File: config.mk
export PLATFORM = sky130hd
export DESIGN_NAME = record_blob_text_extract_unit
export DESIGN_NICKNAME = d
export VERILOG_FILES = /design/src/design/rbte_pkg.sv /design/src/design/record_blob_text_extract_unit.sv
export SDC_FILE = /design/constraint.sdc
export NUM_CORES = 1
export LEC_CHECK = 0
export BUFFER_PORTS_ARGS = -buffer_cell sky130_fd_sc_hd__buf_4
export CAP_MARGIN = 20
export CORE_ASPECT_RATIO = 0.5
export CORE_MARGIN = 2
export CORE_UTILIZATION = 60
export DETAILED_ROUTE_END_ITERATION = 10
export GPL_ROUTABILITY_DRIVEN = 0
export MAX_ROUTING_LAYER = met4
export PLACE_DENSITY = 0.8
export RECOVER_POWER = 100
export SYNTH_ARGS = -nofsm -noshare
export SYNTH_HDL_FRONTEND = slang
export SYNTH_SLANG_ARGS = --single-unit
File: constraint.sdc
create_clock -name clk -period 9.5 [get_ports clk]
set_input_delay 1.9 -clock clk [delete_from_list [all_inputs] [get_ports clk]]
set_output_delay 1.9 -clock clk [all_outputs]
set_load 0.03 [all_outputs]
File: src/design/rbte_pkg.sv
`timescale 1ns / 1ps
// ----------------------------------------------------------------------------
// rbte_pkg
// Shared constants, codes and types for the record blob text extractor.
// ----------------------------------------------------------------------------
package rbte_pkg;

  localparam int MAX_TABLE_DIM_DEF = 1024;
  localparam int MAX_VERSION       = 5;

  // Up to three words per input byte: cell byte, cell space, final status
  localparam int MAX_RESULTS = 3;
  localparam int FIFO_DEPTH  = 4;
  localparam int PTR_W       = $clog2(FIFO_DEPTH);
  localparam int CNT_W       = $clog2(FIFO_DEPTH + 1);

  // Record type bytes
  localparam logic [7:0] RTYPE_END   = 8'h00;
  localparam logic [7:0] RTYPE_TEXT  = 8'h01;
  localparam logic [7:0] RTYPE_IMAGE = 8'h02;
  localparam logic [7:0] RTYPE_TABLE = 8'h03;
  localparam logic [7:0] RTYPE_CHECK = 8'h04;

  localparam logic [7:0] CHAR_SPACE = 8'h20;

  // Final status codes
  localparam logic [2:0] ST_END_MARKER = 3'd0;
  localparam logic [2:0] ST_NO_MARKER  = 3'd1;
  localparam logic [2:0] ST_BAD_HEADER = 3'd2;
  localparam logic [2:0] ST_BAD_VER    = 3'd3;
  localparam logic [2:0] ST_TRUNCATED  = 3'd4;
  localparam logic [2:0] ST_BAD_TABLE  = 3'd5;
  localparam logic [2:0] ST_UNKNOWN    = 3'd6;

  typedef struct packed {
    logic [7:0]  text_byte;
    logic        is_final;
    logic [2:0]  status;
    logic [31:0] drop_count;
    logic        last_of_run;
  } res_t;

  // Current magic, byte by byte
  function automatic logic [7:0] magic_cur(input logic [1:0] idx);
    logic [7:0] c;
    case (idx)
      2'd0:    c = 8'h42; // B
      2'd1:    c = 8'h4E; // N
      2'd2:    c = 8'h42; // B
      default: c = 8'h46; // F
    endcase
    return c;
  endfunction

  // Legacy magic, byte by byte
  function automatic logic [7:0] magic_leg(input logic [1:0] idx);
    logic [7:0] c;
    case (idx)
      2'd0:    c = 8'h4F; // O
      2'd1:    c = 8'h4E; // N
      2'd2:    c = 8'h42; // B
      default: c = 8'h46; // F
    endcase
    return c;
  endfunction

endpackage

File: src/design/record_blob_text_extract_unit.sv
`timescale 1ns / 1ps
// ----------------------------------------------------------------------------
// record_blob_text_extract_unit
// Streams a record-structured blob byte by byte and emits its plain text.
// ----------------------------------------------------------------------------
// Usage:
//   Input channel (in_valid / in_stall) carries one blob byte per word, with
//   blob_last on the final byte. Output channel (out_valid / out_stall) carries
//   one result word each: a text byte, the space after a table cell, or the
//   end-of-blob status word (is_final set, with status and drop_count).
//   last_of_run marks the final word caused by one input byte.
//   Latency: a byte's first word is offered the cycle after acceptance if the queue was empty.
//   Throughput: one byte per cycle while the receiver does not stall and each byte yields at most one word.
//   The last data byte of a cell yields two words and a last byte up to three;
//   they leave a 4-entry result queue one per cycle, and the input stalls
//   whenever more than one word is queued (so three new words always fit).
//   When the receiver stalls, the queue holds its head word steady and fills
//   up to that limit before the input stalls.
//   Reset (rst, synchronous) empties the queue and returns the parser to
//   waiting for the first magic byte; it also does so after each final word.
// ----------------------------------------------------------------------------
module record_blob_text_extract_unit #(
  parameter int MAX_TABLE_DIM = rbte_pkg::MAX_TABLE_DIM_DEF
) (
  input  logic        clk,
  input  logic        rst,
  input  logic        in_valid,
  output logic        in_stall,
  input  logic [7:0]  blob_byte,
  input  logic        blob_last,
  output logic        out_valid,
  input  logic        out_stall,
  output logic [7:0]  text_byte,
  output logic        is_final,
  output logic [2:0]  status,
  output logic [31:0] drop_count,
  output logic        last_of_run
);
  import rbte_pkg::*;

  localparam int DIM_W   = $clog2(MAX_TABLE_DIM + 1);
  localparam int CELLS_W = 2 * DIM_W;

  // Parser phases
  localparam logic [3:0] PH_MAGIC      = 4'd0;
  localparam logic [3:0] PH_VERSION    = 4'd1;
  localparam logic [3:0] PH_RECTYPE    = 4'd2;
  localparam logic [3:0] PH_TEXT_FLAGS = 4'd3;
  localparam logic [3:0] PH_TEXT_LEN   = 4'd4;
  localparam logic [3:0] PH_TEXT_DATA  = 4'd5;
  localparam logic [3:0] PH_IMG_WIDTH  = 4'd6;
  localparam logic [3:0] PH_IMG_LEN    = 4'd7;
  localparam logic [3:0] PH_IMG_DATA   = 4'd8;
  localparam logic [3:0] PH_TAB_FLAGS  = 4'd9;
  localparam logic [3:0] PH_TAB_ROWS   = 4'd10;
  localparam logic [3:0] PH_TAB_COLS   = 4'd11;
  localparam logic [3:0] PH_CELL_LEN   = 4'd12;
  localparam logic [3:0] PH_CELL_DATA  = 4'd13;
  localparam logic [3:0] PH_CHECK      = 4'd14;
  localparam logic [3:0] PH_STOPPED    = 4'd15;

  // Parser state
  logic [3:0]         phase, phase_next;
  logic [1:0]         magic_live, magic_live_next; // bit0 current, bit1 legacy
  logic [31:0]        acc, acc_next;               // little-endian field
  logic [1:0]         idx, idx_next;               // byte within field
  logic [2:0]         version, version_next;
  logic [DIM_W-1:0]   rows, rows_next;             // 0 marks out of range
  logic [CELLS_W-1:0] cells, cells_next;
  logic [31:0]        pl, pl_next;                 // payload bytes left
  logic [31:0]        pe, pe_next;                 // payload bytes emitted
  logic [2:0]         stop, stop_next;

  // Result queue
  res_t               fifo [FIFO_DEPTH];
  logic [PTR_W-1:0]   wr_ptr, rd_ptr;
  logic [CNT_W-1:0]   count;

  logic               accept, pop;
  logic [31:0]        field_full;
  logic               field_done;
  logic [1:0]         mk;
  logic               emit_data, emit_space, emit_final;
  logic [2:0]         fin_status;
  logic [31:0]        fin_drop;
  logic [1:0]         n_new;
  res_t               r_data, r_space, r_final;
  res_t               slot [MAX_RESULTS];
  logic [DIM_W-1:0]   cols_val;
  logic [CELLS_W-1:0] cells_dec;

  function automatic logic dim_ok(input logic [31:0] v);
    return (v >= 32'd1) && (v <= 32'(MAX_TABLE_DIM));
  endfunction

  assign in_stall = (count > CNT_W'(FIFO_DEPTH - MAX_RESULTS));
  assign accept   = in_valid && !in_stall;
  assign out_valid = (count != '0);
  assign pop      = out_valid && !out_stall;

  assign field_full = acc | ({24'd0, blob_byte} << {idx, 3'b000});
  assign field_done = (idx == 2'd3);
  assign cols_val   = field_full[DIM_W-1:0];
  assign cells_dec  = cells - CELLS_W'(1);
  assign mk = {(blob_byte == magic_leg(idx)), (blob_byte == magic_cur(idx))};

  always_comb begin
    phase_next      = phase;
    magic_live_next = magic_live;
    acc_next        = acc;
    idx_next        = idx;
    version_next    = version;
    rows_next       = rows;
    cells_next      = cells;
    pl_next         = pl;
    pe_next         = pe;
    stop_next       = stop;
    emit_data       = 1'b0;
    emit_space      = 1'b0;
    emit_final      = 1'b0;
    fin_status      = ST_END_MARKER;
    fin_drop        = '0;

    if (accept) begin
      // Field phases: gather bytes, or clear the gatherer when complete
      if (phase != PH_MAGIC && !field_done) begin
        acc_next = field_full;
        idx_next = idx + 2'd1;
      end else if (phase != PH_MAGIC) begin
        acc_next = '0;
        idx_next = '0;
      end

      case (phase)
        PH_MAGIC: begin
          magic_live_next = magic_live & mk;
          if ((magic_live & mk) == 2'b00) begin
            phase_next = PH_STOPPED;
            stop_next  = ST_BAD_HEADER;
          end else if (field_done) begin
            phase_next = PH_VERSION;
            acc_next   = '0;
            idx_next   = '0;
          end else begin
            idx_next = idx + 2'd1;
          end
        end
        PH_VERSION: begin
          if (field_done) begin
            if (field_full < 32'd1 || field_full > 32'(MAX_VERSION)) begin
              phase_next = PH_STOPPED;
              stop_next  = ST_BAD_VER;
            end else begin
              version_next = field_full[2:0];
              phase_next   = PH_RECTYPE;
            end
          end
        end
        PH_RECTYPE: begin
          acc_next = '0;
          idx_next = '0;
          case (blob_byte)
            RTYPE_END: begin
              phase_next = PH_STOPPED;
              stop_next  = ST_END_MARKER;
            end
            RTYPE_TEXT:  phase_next = PH_TEXT_FLAGS;
            RTYPE_IMAGE: phase_next = (version >= 3'd2) ? PH_IMG_WIDTH : PH_IMG_LEN;
            RTYPE_TABLE: phase_next = (version >= 3'd4) ? PH_TAB_FLAGS : PH_TAB_ROWS;
            RTYPE_CHECK: phase_next = PH_CHECK;
            default: begin
              phase_next = PH_STOPPED;
              stop_next  = ST_UNKNOWN;
            end
          endcase
        end
        PH_TEXT_FLAGS: begin
          if (field_done) phase_next = PH_TEXT_LEN;
        end
        PH_TEXT_LEN: begin
          if (field_done) begin
            pl_next    = field_full;
            pe_next    = '0;
            phase_next = (field_full == '0) ? PH_RECTYPE : PH_TEXT_DATA;
          end
        end
        PH_TEXT_DATA: begin
          emit_data = 1'b1;
          pe_next   = pe + 32'd1;
          pl_next   = pl - 32'd1;
          acc_next  = '0;
          idx_next  = '0;
          if (pl == 32'd1) begin
            pe_next    = '0;
            phase_next = PH_RECTYPE;
          end
        end
        PH_IMG_WIDTH: begin
          if (field_done) phase_next = PH_IMG_LEN;
        end
        PH_IMG_LEN: begin
          if (field_done) begin
            pl_next    = field_full;
            phase_next = (field_full == '0) ? PH_RECTYPE : PH_IMG_DATA;
          end
        end
        PH_IMG_DATA: begin
          pl_next  = pl - 32'd1;
          acc_next = '0;
          idx_next = '0;
          if (pl == 32'd1) phase_next = PH_RECTYPE;
        end
        PH_TAB_FLAGS: begin
          if (field_done) phase_next = PH_TAB_ROWS;
        end
        PH_TAB_ROWS: begin
          if (field_done) begin
            rows_next  = dim_ok(field_full) ? field_full[DIM_W-1:0] : '0;
            phase_next = PH_TAB_COLS;
          end
        end
        PH_TAB_COLS: begin
          if (field_done) begin
            if (rows == '0 || !dim_ok(field_full)) begin
              phase_next = PH_STOPPED;
              stop_next  = ST_BAD_TABLE;
            end else begin
              cells_next = CELLS_W'(rows) * CELLS_W'(cols_val);
              phase_next = PH_CELL_LEN;
            end
          end
        end
        PH_CELL_LEN: begin
          if (field_done) begin
            pl_next = field_full;
            pe_next = '0;
            if (field_full == '0) begin
              // empty cell: space only, then the cell is done
              emit_space = 1'b1;
              cells_next = cells_dec;
              phase_next = (cells_dec == '0) ? PH_RECTYPE : PH_CELL_LEN;
            end else begin
              phase_next = PH_CELL_DATA;
            end
          end
        end
        PH_CELL_DATA: begin
          emit_data = 1'b1;
          pe_next   = pe + 32'd1;
          pl_next   = pl - 32'd1;
          acc_next  = '0;
          idx_next  = '0;
          if (pl == 32'd1) begin
            emit_space = 1'b1;
            pe_next    = '0;
            cells_next = cells_dec;
            phase_next = (cells_dec == '0) ? PH_RECTYPE : PH_CELL_LEN;
          end
        end
        PH_CHECK: begin
          acc_next   = '0;
          idx_next   = '0;
          phase_next = PH_RECTYPE;
        end
        default: begin
          // stopped: ignore bytes until the last one
          acc_next = acc;
          idx_next = idx;
        end
      endcase

      if (blob_last) begin
        emit_final = 1'b1;
        if (phase_next == PH_STOPPED) begin
          fin_status = stop_next;
        end else if (phase_next == PH_MAGIC || phase_next == PH_VERSION) begin
          fin_status = ST_BAD_HEADER;
        end else if (phase_next == PH_RECTYPE) begin
          fin_status = ST_NO_MARKER;
        end else begin
          fin_status = ST_TRUNCATED;
          fin_drop   = pe_next;
        end
        // back to reset state for the next blob
        phase_next      = PH_MAGIC;
        magic_live_next = 2'b11;
        acc_next        = '0;
        idx_next        = '0;
        version_next    = '0;
        rows_next       = '0;
        cells_next      = '0;
        pl_next         = '0;
        pe_next         = '0;
        stop_next       = ST_END_MARKER;
      end
    end
  end

  // Words for this byte, in order: data byte, cell space, final status
  always_comb begin
    n_new = 2'(emit_data) + 2'(emit_space) + 2'(emit_final);

    r_data  = '{text_byte: blob_byte, is_final: 1'b0, status: ST_END_MARKER,
                drop_count: '0, last_of_run: 1'b0};
    r_space = '{text_byte: CHAR_SPACE, is_final: 1'b0, status: ST_END_MARKER,
                drop_count: '0, last_of_run: 1'b0};
    r_final = '{text_byte: 8'd0, is_final: 1'b1, status: fin_status,
                drop_count: fin_drop, last_of_run: 1'b0};

    slot[0] = emit_data ? r_data : (emit_space ? r_space : r_final);
    slot[1] = (emit_data && emit_space) ? r_space : r_final;
    slot[2] = r_final;
    for (int k = 0; k < MAX_RESULTS; k++) begin
      slot[k].last_of_run = (k == int'(n_new) - 1);
    end
  end

  always_ff @(posedge clk) begin
    if (rst) begin
      phase      <= PH_MAGIC;
      magic_live <= 2'b11;
      acc        <= '0;
      idx        <= '0;
      version    <= '0;
      rows       <= '0;
      cells      <= '0;
      pl         <= '0;
      pe         <= '0;
      stop       <= ST_END_MARKER;
    end else begin
      phase      <= phase_next;
      magic_live <= magic_live_next;
      acc        <= acc_next;
      idx        <= idx_next;
      version    <= version_next;
      rows       <= rows_next;
      cells      <= cells_next;
      pl         <= pl_next;
      pe         <= pe_next;
      stop       <= stop_next;
    end
  end

  // Result queue payload
  always_ff @(posedge clk) begin
    for (int k = 0; k < MAX_RESULTS; k++) begin
      if (k < int'(n_new)) fifo[wr_ptr + PTR_W'(k)] <= slot[k];
    end
  end

  // Result queue control
  always_ff @(posedge clk) begin
    if (rst) begin
      wr_ptr <= '0;
      rd_ptr <= '0;
      count  <= '0;
    end else begin
      wr_ptr <= wr_ptr + PTR_W'(n_new);
      if (pop) rd_ptr <= rd_ptr + PTR_W'(1);
      count  <= count + CNT_W'(n_new) - CNT_W'(pop);
    end
  end

  assign text_byte   = fifo[rd_ptr].text_byte;
  assign is_final    = fifo[rd_ptr].is_final;
  assign status      = fifo[rd_ptr].status;
  assign drop_count  = fifo[rd_ptr].drop_count;
  assign last_of_run = fifo[rd_ptr].last_of_run;

endmodule

==> flow_summary.yaml, run 1 <==
timing:
  finalCritPeriodShare: 0.849
  period_minus_slack_ns: 8.06
  worst_slew_pin_slew_ns: 4.51
  finalHoldViolCount: 0
  hold_slack_ns: 0.451
  max_freq_mhz: 124
  setup_viol: 0
  maxSlewHeadroom: -2.00
  rsz0062_at_grt: "false"
  drv_slew: 431
  skew_ns: 0.0199
  fin_tns_setup_ns: 0
synth:
  netlist_area_um2: 22400
  ys_async_sr_fraction: 0
  synth_edf_count: 144
  synth_cells: 2479
  synthTopCellsByArea: "edfxtp_1, dfxtp_1, fa_1"
  synth_cell_type_count: 87
  synth.ff_latch_count: 331
  netlist.area_leader.share: 0.193
  synth-compound-area-share: 0.165
  yosysTopAreaCell: "edfxtp_1"
  synth-xor-area-share: 0.0223
  synth-simple-area-share: 0.231
  synth_seq_area_share: 0.360
  avgSynthCellArea_um2: 9.04
  synthAdderAreaFrac: 0.115
  synthMuxAreaShare: 0.0462
  synth_top_family_by_area: "simple AND/OR/NAND/NOR gates"
  ys.flop_type: "dfxtp_1"
  yosysWarnings: 0
  synth_nets: 2648
place:
  place_hpwl_um: 39000
  port_buffers: 59
clock_tree:
  cts-root-buf: "clkbuf_16"
  cts.sinks: 331
  clk_latency_ns: 0.60
  post_cts_buffers: 0
  ctsResizeCount: 0
  path_clk_slew_ns: 0.07
  h-tree-depth: 1
  cts_max_path_buffers: 3
  cts_tree: "yes"
  holdBufCountCts: 0
  numCtsBuffers: 30
worst_setup_path:
  worst_ep_arrival_time_ns: 8.33
  r2r_end: "cells[21]"
  critPathRequiredTime_ns: 9.77
  crit_path_end_kind: "flip-flop"
  critical_path_class: "in -> reg"
  worst_setup_path_start_kind: "input port"
  r2r_start: "idx[0]"
  crit_path_end: "fifo[1][23]"
  startpoint: "blob_byte[0]"
  critPathMaxFanout: 26
  r2r_slack_ns: 2.47
  rr_worst_depth: 19
hold_path:
  hold_depth: 2
  hold_class: "reg -> reg"
drt:
  drt_iter0_drc: 2368
  met2_length_um: 27800
  vias: 19441
  wl_met3_um: 5250
  ant_nets: 0
  dr.max_layer_used: "met4"
  drc_errors: 0
  avgRoutedWirePerCell_um: 20.4
  routed_wl_um: 59500
  routed_via_density: 6.67
  wl_met1_um: 24500
  drt_first_pass_iters: 6
global_routing:
  track_usage: 0.314
  antenna_found_initial: 0
  grt_pass1_wl_um: 96800
  first_global_vias: 18426
  grt_max_degree: 98
  gr-total-overflow: 0
finish:
  drive_above_1_share: 0.0765
  final_common_cell: "nand2_1"
  syn_to_final_growth_pct: 5.23
  layout_common_cells: "nand2_1, nor2_1, dfxtp_1, a21oi_1, nor4_1"
  insertedDiodeCount: 0
  fin_nets: 2575
floorplanning:
  pin_count: 60
  row_count: 49
  core_um2: 36400
  die_width_um: 277
  die_y_um: 141
  initial_core_util: 0.616
  die_area_um2: 39000
run_status:
  status: "finished, violations left"
  violations: "max-capacitance violations, max-slew violations"
power_and_ir_drop:
  p_int_w: 0.00268
  seq_power_share: 0.377
  netSwitchingPower_w: 0.00170
  p_comb_frac: 0.332
  power.static_leakage_nw: 8.54
  cellPowerDensity_nw_per_um2: 186
  ir_worst_vdd_uv: 210
  p_sw_frac: 0.388
  clockPowerShare: 0.291
job:
  drv_cap: 10
## through the flow
stage,worst slack [ns],total power [W],area (µm²),util,std cells
after floorplan,1.86,0.00284,22400,-,2479
after global placement,1.78,0.00316,22900,0.630,2857
after detailed placement,1.64,0.00318,22900,0.630,2857
after CTS,2.24,0.00443,23900,0.658,2913
after global routing,1.02,0.00457,23600,0.648,2914
final,1.44,0.00438,23600,0.648,2914
## how the worst min path moves through the flow
stage           startpoint           to  slack [ns]
3_5_place_dp   fifo[2][40]  fifo[2][40]        0.44
4_1_cts        fifo[2][40]  fifo[2][40]        0.45
6_report       fifo[2][38]  fifo[2][38]        0.45
2_1_floorplan  fifo[2][37]  fifo[2][37]        0.42
3_3_place_gp   fifo[2][43]  fifo[2][43]        0.43
5_1_grt        fifo[2][44]  fifo[2][44]        0.48
## state kept, by name, indices dropped and copies added (netlist names), named ones only
| register | flops |
|---|---|
| rd_ptr | 2 |
| wr_ptr | 2 |
| cells | 22 |
| acc | 32 |
| idx | 2 |
| count | 3 |
| version | 2 |
| pl | 32 |
| rows | 11 |
| fifo | 180 |
| phase | 4 |
| magic_live | 2 |
| pe | 32 |
| stop | 3 |
## final cells by class
class                      count  area (µm²)
multi-input combinational   1824       12900
fill                        2954       12800
sequential                   331        8070
clock buffer                  43         881
tap                          484         606
timing repair buffer          94         495
inverter                     125         469
clock inverter                13         145
## cell usage after synthesis, drive strengths merged, types with 5 or more instances
cell / count
a2111oi: 5
a211oi: 25
a21o: 35
a21oi: 151
a22oi: 68
a2bb2oi: 7
a31oi: 27
a32oi: 12
and2: 63
and3: 10
and4: 7
buf: 43
clkbuf: 156
dfxtp: 187
edfxtp: 144
fa: 82
ha: 74
inv: 121
mux4: 45
nand2: 271
nand2b: 16
nand3: 46
nand3b: 5
nand4: 24
nor2: 236
nor2b: 13
nor3: 74
nor3b: 6
nor4: 162
nor4b: 7
o2111ai: 5
o211ai: 20
o21ai: 109
o22ai: 10
o31a: 6
o31ai: 23
o41ai: 9
or2: 16
or3: 22
or4: 13
xnor2: 34
xor2: 23
## worst max-delay path: stages
cell      delay (ns)
clkbuf_1        0.45
or3_1           0.52
a211oi_1        0.52
nand3b_1        0.30
nor4_1          0.43
o211ai_1        0.25
fa_1            0.96
clkinv_1        0.33
nand2_1         0.18
o22ai_1         0.12
a22oi_1         0.85
clkbuf_1        1.28
nor4_1          0.20
## per-layer routing
| layer | global-route usage | vias to the layer above |
|---|---|---|
| met5 | - | - |
| met4 | 0.114 | 0 |
| met3 | 0.0439 | 153 |
| met2 | 0.501 | 965 |
| met1 | 0.412 | 9404 |
| li1 | - | 8919 |
## kinds of logic (layout without fill, tap and decap cells)
kind of cell	after synthesis	in the layout
XOR/XNOR	57	57
adder cells (fa/ha/maj)	156	156
AND/OR/NAND/NOR	1002	1002
flip-flops	331	331
buffers and inverters	324	275
AO/OA/AOI/OAI	562	562
multiplexers	47	47
## power by group through the flow
| stage | registers, W | logic (W) | clock network, W |
|---|---|---|---|
| 2_1_floorplan | 0.00161 | 0.00123 | 0 |
| 3_3_place_gp | 0.00168 | 0.00148 | 0 |
| 3_5_place_dp | 0.00168 | 0.00150 | 0 |
| 4_1_cts | 0.00165 | 0.00151 | 0.00127 |
| 5_1_grt | 0.00167 | 0.00156 | 0.00134 |
| 6_report | 0.00165 | 0.00146 | 0.00127 |
Power figures use the tool's default switching activity.
==> run 2, diff against run 1 <==
clock period = 8.05 ns   (was 9.5 ns; I/O delays follow)
==> flow_summary.yaml, run 2 (synthesis gave the netlist of run 1 again) <==
drt:
  routed_wl_um: 60400
  drc_errors: 0
  avgRoutedWirePerCell_um: 20.7
  routed_via_density: 6.69
  vias: 19553
  drt_first_pass_iters: 6
  ant_nets: 0
  drt_iter0_drc: 2356
clock_tree:
  numCtsBuffers: 30
  cts-root-buf: "clkbuf_16"
  h-tree-depth: 1
  cts_max_path_buffers: 3
  cts_tree: "yes"
  path_clk_slew_ns: 0.07
  post_cts_buffers: 0
  cts.sinks: 331
  clk_latency_ns: 0.60
  holdBufCountCts: 0
  ctsResizeCount: 0
timing:
  finalCritPeriodShare: 0.906
  maxSlewHeadroom: -1.16
  fin_tns_setup_ns: 0
  setup_viol: 0
  finalHoldViolCount: 0
  drv_slew: 213
  rsz0062_at_grt: "false"
  period_minus_slack_ns: 7.29
  max_freq_mhz: 137
  worst_slew_pin_slew_ns: 3.23
  skew_ns: 0.0143
run_status:
  violations: "max-capacitance violations, max-slew violations"
  status: "finished, violations left"
worst_setup_path:
  critical_path_class: "in -> reg"
  cp_cell_sequence: "clkbuf_1, or3_1, a211oi_1, nand3b_1, nor4_1, o211ai_1, fa_1, clkinv_1, nand2_1, o22ai_1, a21oi_4, clkbuf_1, nor4_1"
  critPathMaxFanout: 23
  r2r_start: "idx[0]"
  r2r_slack_ns: 0.99
  cpPeakStageDelay_ns: 1.13
  critPathRequiredTime_ns: 8.32
  crit_path_end_kind: "flip-flop"
  crit_path_top_delay_cell: "clkbuf_1"
  worst_ep_arrival_time_ns: 7.57
  startpoint: "blob_byte[0]"
  worst_setup_path_start_kind: "input port"
finish:
  syn_to_final_growth_pct: 5.66
  final_common_cell: "nand2_1"
  fin_nets: 2583
  largest_register_ffs: 180
  layout_common_cells: "nand2_1, nor2_1, dfxtp_1, nor4_1, a21oi_1"
  fillers: 2972
  finalNonFillerCells: 2924
  drive_above_1_share: 0.0796
  largest-register: "fifo"
power_and_ir_drop:
  power.static_leakage_nw: 8.61
  cellPowerDensity_nw_per_um2: 223
  ir_worst_vdd_uv: 228
floorplanning:
  pin_count: 60
  core_um2: 36400
  initial_core_util: 0.616
  die_y_um: 141
  die_width_um: 277
  die_area_um2: 39000
  row_count: 49
global_routing:
  gr-total-overflow: 0
  antenna_found_initial: 0
  grt_max_degree: 73
  grt_pass1_wl_um: 97600
  track_usage: 0.316
  first_global_vias: 18670
place:
  place_hpwl_um: 39800
  dp_cells: 2864
  port_buffers: 59
job:
  drv_cap: 4
hold_path:
  hold_class: "reg -> reg"
  min_from: "fifo[0][41]"
## run 2: cell count changes in the layout (fill, tap and decap cells not counted), sizes merged
cell / before / now
clkbuf: 99 / 95
bufinv: 2 / 6
clkinvlp: 0 / 2
diode: 0 / 2
buf: 38 / 42
clkinv: 15 / 17
## run 2: final cells by class
class,count,area [µm²],share of cell area
Clock buffer,35,811,0.0343
Multi-Input combinational cell,1824,12900,0.544
Timing Repair Buffer,102,548,0.0232
Antenna cell,2,5.00,0.000211
Inverter,125,469,0.0198
Clock inverter,21,292,0.0123
Sequential cell,331,8070,0.341
Tap cell,484,606,0.0256
## run 2: where the power goes
part | switching [W] | internal [W]
logic | 0.00123 | 0.000517
clock network | 0.000676 | 0.000919
registers | 0.000111 | 0.00183
## run 2: path summary, 6_finish.rpt
kind,endpoint,cells after the start
setup reg to reg,cells[20],20
setup / recovery,fifo[0][5],13
hold reg to reg,fifo[0][41],2
hold / removal,fifo[0][41],2
## run 2: routing by layer
layer / global-route usage / up-vias / wire length [µm] / part of all wire
met5: - / - / 0 / 0
met1: 0.412 / 9382 / 24300 / 0.40
met2: 0.509 / 1049 / 28400 / 0.47
met3: 0.0436 / 170 / 5620 / 0.093
li1: - / 8952 / - / -
met4: 0.114 / 0 / 2060 / 0.034
## run 2: worst max-delay path: cells and delay by family
kind / cells / cell delay [ns]
compound gates: 4 / 1.51
fa+ha+maj: 1 / 0.97
buf+inv: 3 / 1.88
simple gates: 5 / 1.57
## run 2: metrics by stage
stage	hold slack [ns]	setup WS (ns)	area (µm²)	power (W)	utilization
after global placement	0.429	0.701	23000	0.00376	0.631
after CTS	0.459	1.11	24100	0.00536	0.662
after global routing	0.482	0.397	23700	0.00551	0.651
after floorplan	0.420	0.695	22400	0.00335	-
after detailed placement	0.443	0.524	23000	0.00378	0.631
final	0.456	0.756	23700	0.00529	0.651
==> run 3, diff against run 2 <==
--- a/config.mk
+++ b/config.mk
@@ -7,2 +7,3 @@
 export LEC_CHECK = 0
+export ABC_AREA = 1
 export BUFFER_PORTS_ARGS = -buffer_cell sky130_fd_sc_hd__buf_4
==> constraint.sdc (replaced) <==
create_clock -name clk -period 8.9 [get_ports clk]
set_input_delay 1.78 -clock clk [delete_from_list [all_inputs] [get_ports clk]]
set_output_delay 1.78 -clock clk [all_outputs]
set_load 0.02 [all_outputs]
==> flow_summary.yaml, run 3 <==
run_status:
  status: "finished, violations left"
  violations: "max-capacitance violations, max-slew violations"
synth:
  synth_nets: 3352
  synth_most_common_cell: "nand2_1"
  yosysWarnings: 0
  avgSynthCellArea_um2: 7.11
  synth-compound-area-share: 0.160
  netlist_area_um2: 22600
  synth_cells: 3183
  synth_edf_count: 144
  netlist.area_leader.share: 0.191
  synth_top_family_by_area: "simple AND/OR/NAND/NOR gates"
  ys.flop_type: "dfxtp_1"
  yosysTopAreaCell: "edfxtp_1"
  synthMuxAreaShare: 0
  synthAdderAreaFrac: 0.113
  synth.ff_latch_count: 331
  synth_cell_type_count: 53
  synth_common_cells: "nand2_1, nor2_1, inv_1, a21oi_1, o21ai_0"
  synth-xor-area-share: 0.0124
  ys_async_sr_fraction: 0
  synthTopCellsByArea: "edfxtp_1, dfxtp_1, nand2_1"
  synth_seq_area_share: 0.356
  synth-simple-area-share: 0.268
worst_setup_path:
  worst-path-buf-inv: 5
  cp_cell_sequence: "buf_4, nand2_1, o21ai_0, inv_1, nand2_1, nor2_1, nand2_1, nor2_1, nand3_1, inv_1, nand2_1, nand2_1, nand2_1, fa_1, nand2_1, nand2_1, inv_1, a31oi_1, buf_4, nor2_1"
  cp_common_cell: "nand2_1"
  critPathMaxFanout: 20
  critPathTopFamily: "compound AO/OA/AOI/OAI gates"
  critPathRequiredTime_ns: 9.23
  worst_ep_arrival_time_ns: 8.16
  critical_path_class: "in -> reg"
  startpoint: "blob_byte[2]"
  crit_path_end_kind: "flip-flop"
  crit_path_top_delay_cell: "a31oi_1"
  cpPeakStageDelay_ns: 1.73
  r2r_start: "idx[1]"
  worst_setup_path_start_kind: "input port"
job:
  drv_cap: 11
timing:
  finalCritPeriodShare: 0.879
  maxSlewHeadroom: -1.42
  worst_slew_pin_slew_ns: 3.62
  fin_tns_setup_ns: 0
  setup_viol: 0
  drv_slew: 537
  period_minus_slack_ns: 7.82
  max_freq_mhz: 128
  skew_ns: 0.0154
  rsz0062_at_grt: "false"
  finalHoldViolCount: 0
global_routing:
  antenna_found_initial: 0
  track_usage: 0.323
  grt_pass1_wl_um: 101000
  grt_max_degree: 92
  first_global_vias: 19579
  gr-total-overflow: 0
finish:
  final_area_um2: 24000
  drive_above_1_share: 0.0439
  fin_nets: 3314
  syn_to_final_growth_pct: 6.03
  largest-register: "fifo"
  insertedDiodeCount: 0
  layout_common_cells: "nand2_1, nor2_1, inv_1, a21oi_1, o21ai_0"
  final_common_cell: "nand2_1"
  largest_register_ffs: 180
place:
  placed_cell_area_um2: 23200
  place_hpwl_um: 42700
  port_buffers: 59
clock_tree:
  holdBufCountCts: 0
  ctsResizeCount: 0
  clk_latency_ns: 0.60
  numCtsBuffers: 31
  post_cts_buffers: 0
  cts_tree: "yes"
  h-tree-depth: 1
  cts-root-buf: "clkbuf_16"
  path_clk_slew_ns: 0.07
  cts.sinks: 331
  cts_max_path_buffers: 3
power_and_ir_drop:
  cellPowerDensity_nw_per_um2: 207
  power.static_leakage_nw: 9.90
  ir_worst_vdd_uv: 158
floorplanning:
  row_count: 50
  initial_core_util: 0.607
  die_width_um: 279
  core_um2: 37300
  pin_count: 60
  die_y_um: 141
  die_area_um2: 39400
drt:
  drt_iter0_drc: 2699
  vias: 21660
  drc_errors: 0
  drt_first_pass_iters: 6
  ant_nets: 0
  routed_via_density: 5.91
  routed_wl_um: 62300
  avgRoutedWirePerCell_um: 17.0
hold_path:
  hold_class: "reg -> reg"
  min_from: "fifo[2][41]"
-- run 3: power breakdown --
part | total [W] | leakage, nW | internal, W | switching, W
clock network | 0.00133 | 0.479 | 0.000711 | 0.000617
registers | 0.00177 | 2.95 | 0.00170 | 0.0000728
logic | 0.00186 | 6.46 | 0.000483 | 0.00138
total | 0.00496 | 9.90 | 0.00289 | 0.00207
-- run 3: final timing paths --
path              cells after the start           to  slack, ns
setup reg to reg                     18  fifo[0][35]       1.31
setup / recovery                     20  fifo[0][35]       1.08
hold / removal                        2  fifo[2][41]       0.46
hold reg to reg                       2  fifo[2][41]       0.46
-- run 3: metal layers --
| layer | wire length, µm | share of wire | track usage |
|---|---|---|---|
| met2 | 28300 | 0.45 | 0.505 |
| met1 | 26600 | 0.43 | 0.449 |
| met5 | 0 | 0 | - |
| met4 | 1360 | 0.022 | 0.0724 |
| met3 | 6040 | 0.097 | 0.0469 |
-- run 3: kinds of logic after synthesis --
kind of cell | Yosys count
XOR/XNOR | 32
AO/OA/AOI/OAI | 651
buffers and inverters | 520
flip-flops | 331
adder cells (fa/ha/maj) | 156
AND/OR/NAND/NOR | 1493
-- run 3: worst reg2reg max path: cells and delay by family, from the launching register on --
| kind | cells | cell delay (ns) |
|---|---|---|
| buffers and inverters | 4 | 1.44 |
| adder cells (fa/ha/maj) | 1 | 0.79 |
| flip-flops | 1 | 0.99 |
| AND/OR/NAND/NOR | 11 | 1.50 |
| AO/OA/AOI/OAI | 2 | 2.59 |
-- run 3: area by class of cell --
cell class	instances	area, µm²
clock buffer	44	865
clock inverter	13	119
fill	3304	13300
inverter	364	1370
multi-input combinational	2332	12500
sequential	331	8070
tap	494	618
timing repair buffer	85	438
-- run 3: stage by stage --
stage	power, W	hold slack (ns)	utilization	cells	setup slack, ns
5_1_grt	0.00521	0.474	0.644	3663	0.601
4_1_cts	0.00499	0.457	0.650	3663	1.78
3_3_place_gp	0.00365	0.434	0.623	3606	1.29
6_report	0.00496	0.458	0.644	3663	1.08
3_5_place_dp	0.00368	0.440	0.623	3606	1.18
2_1_floorplan	0.00315	0.423	-	3183	1.94
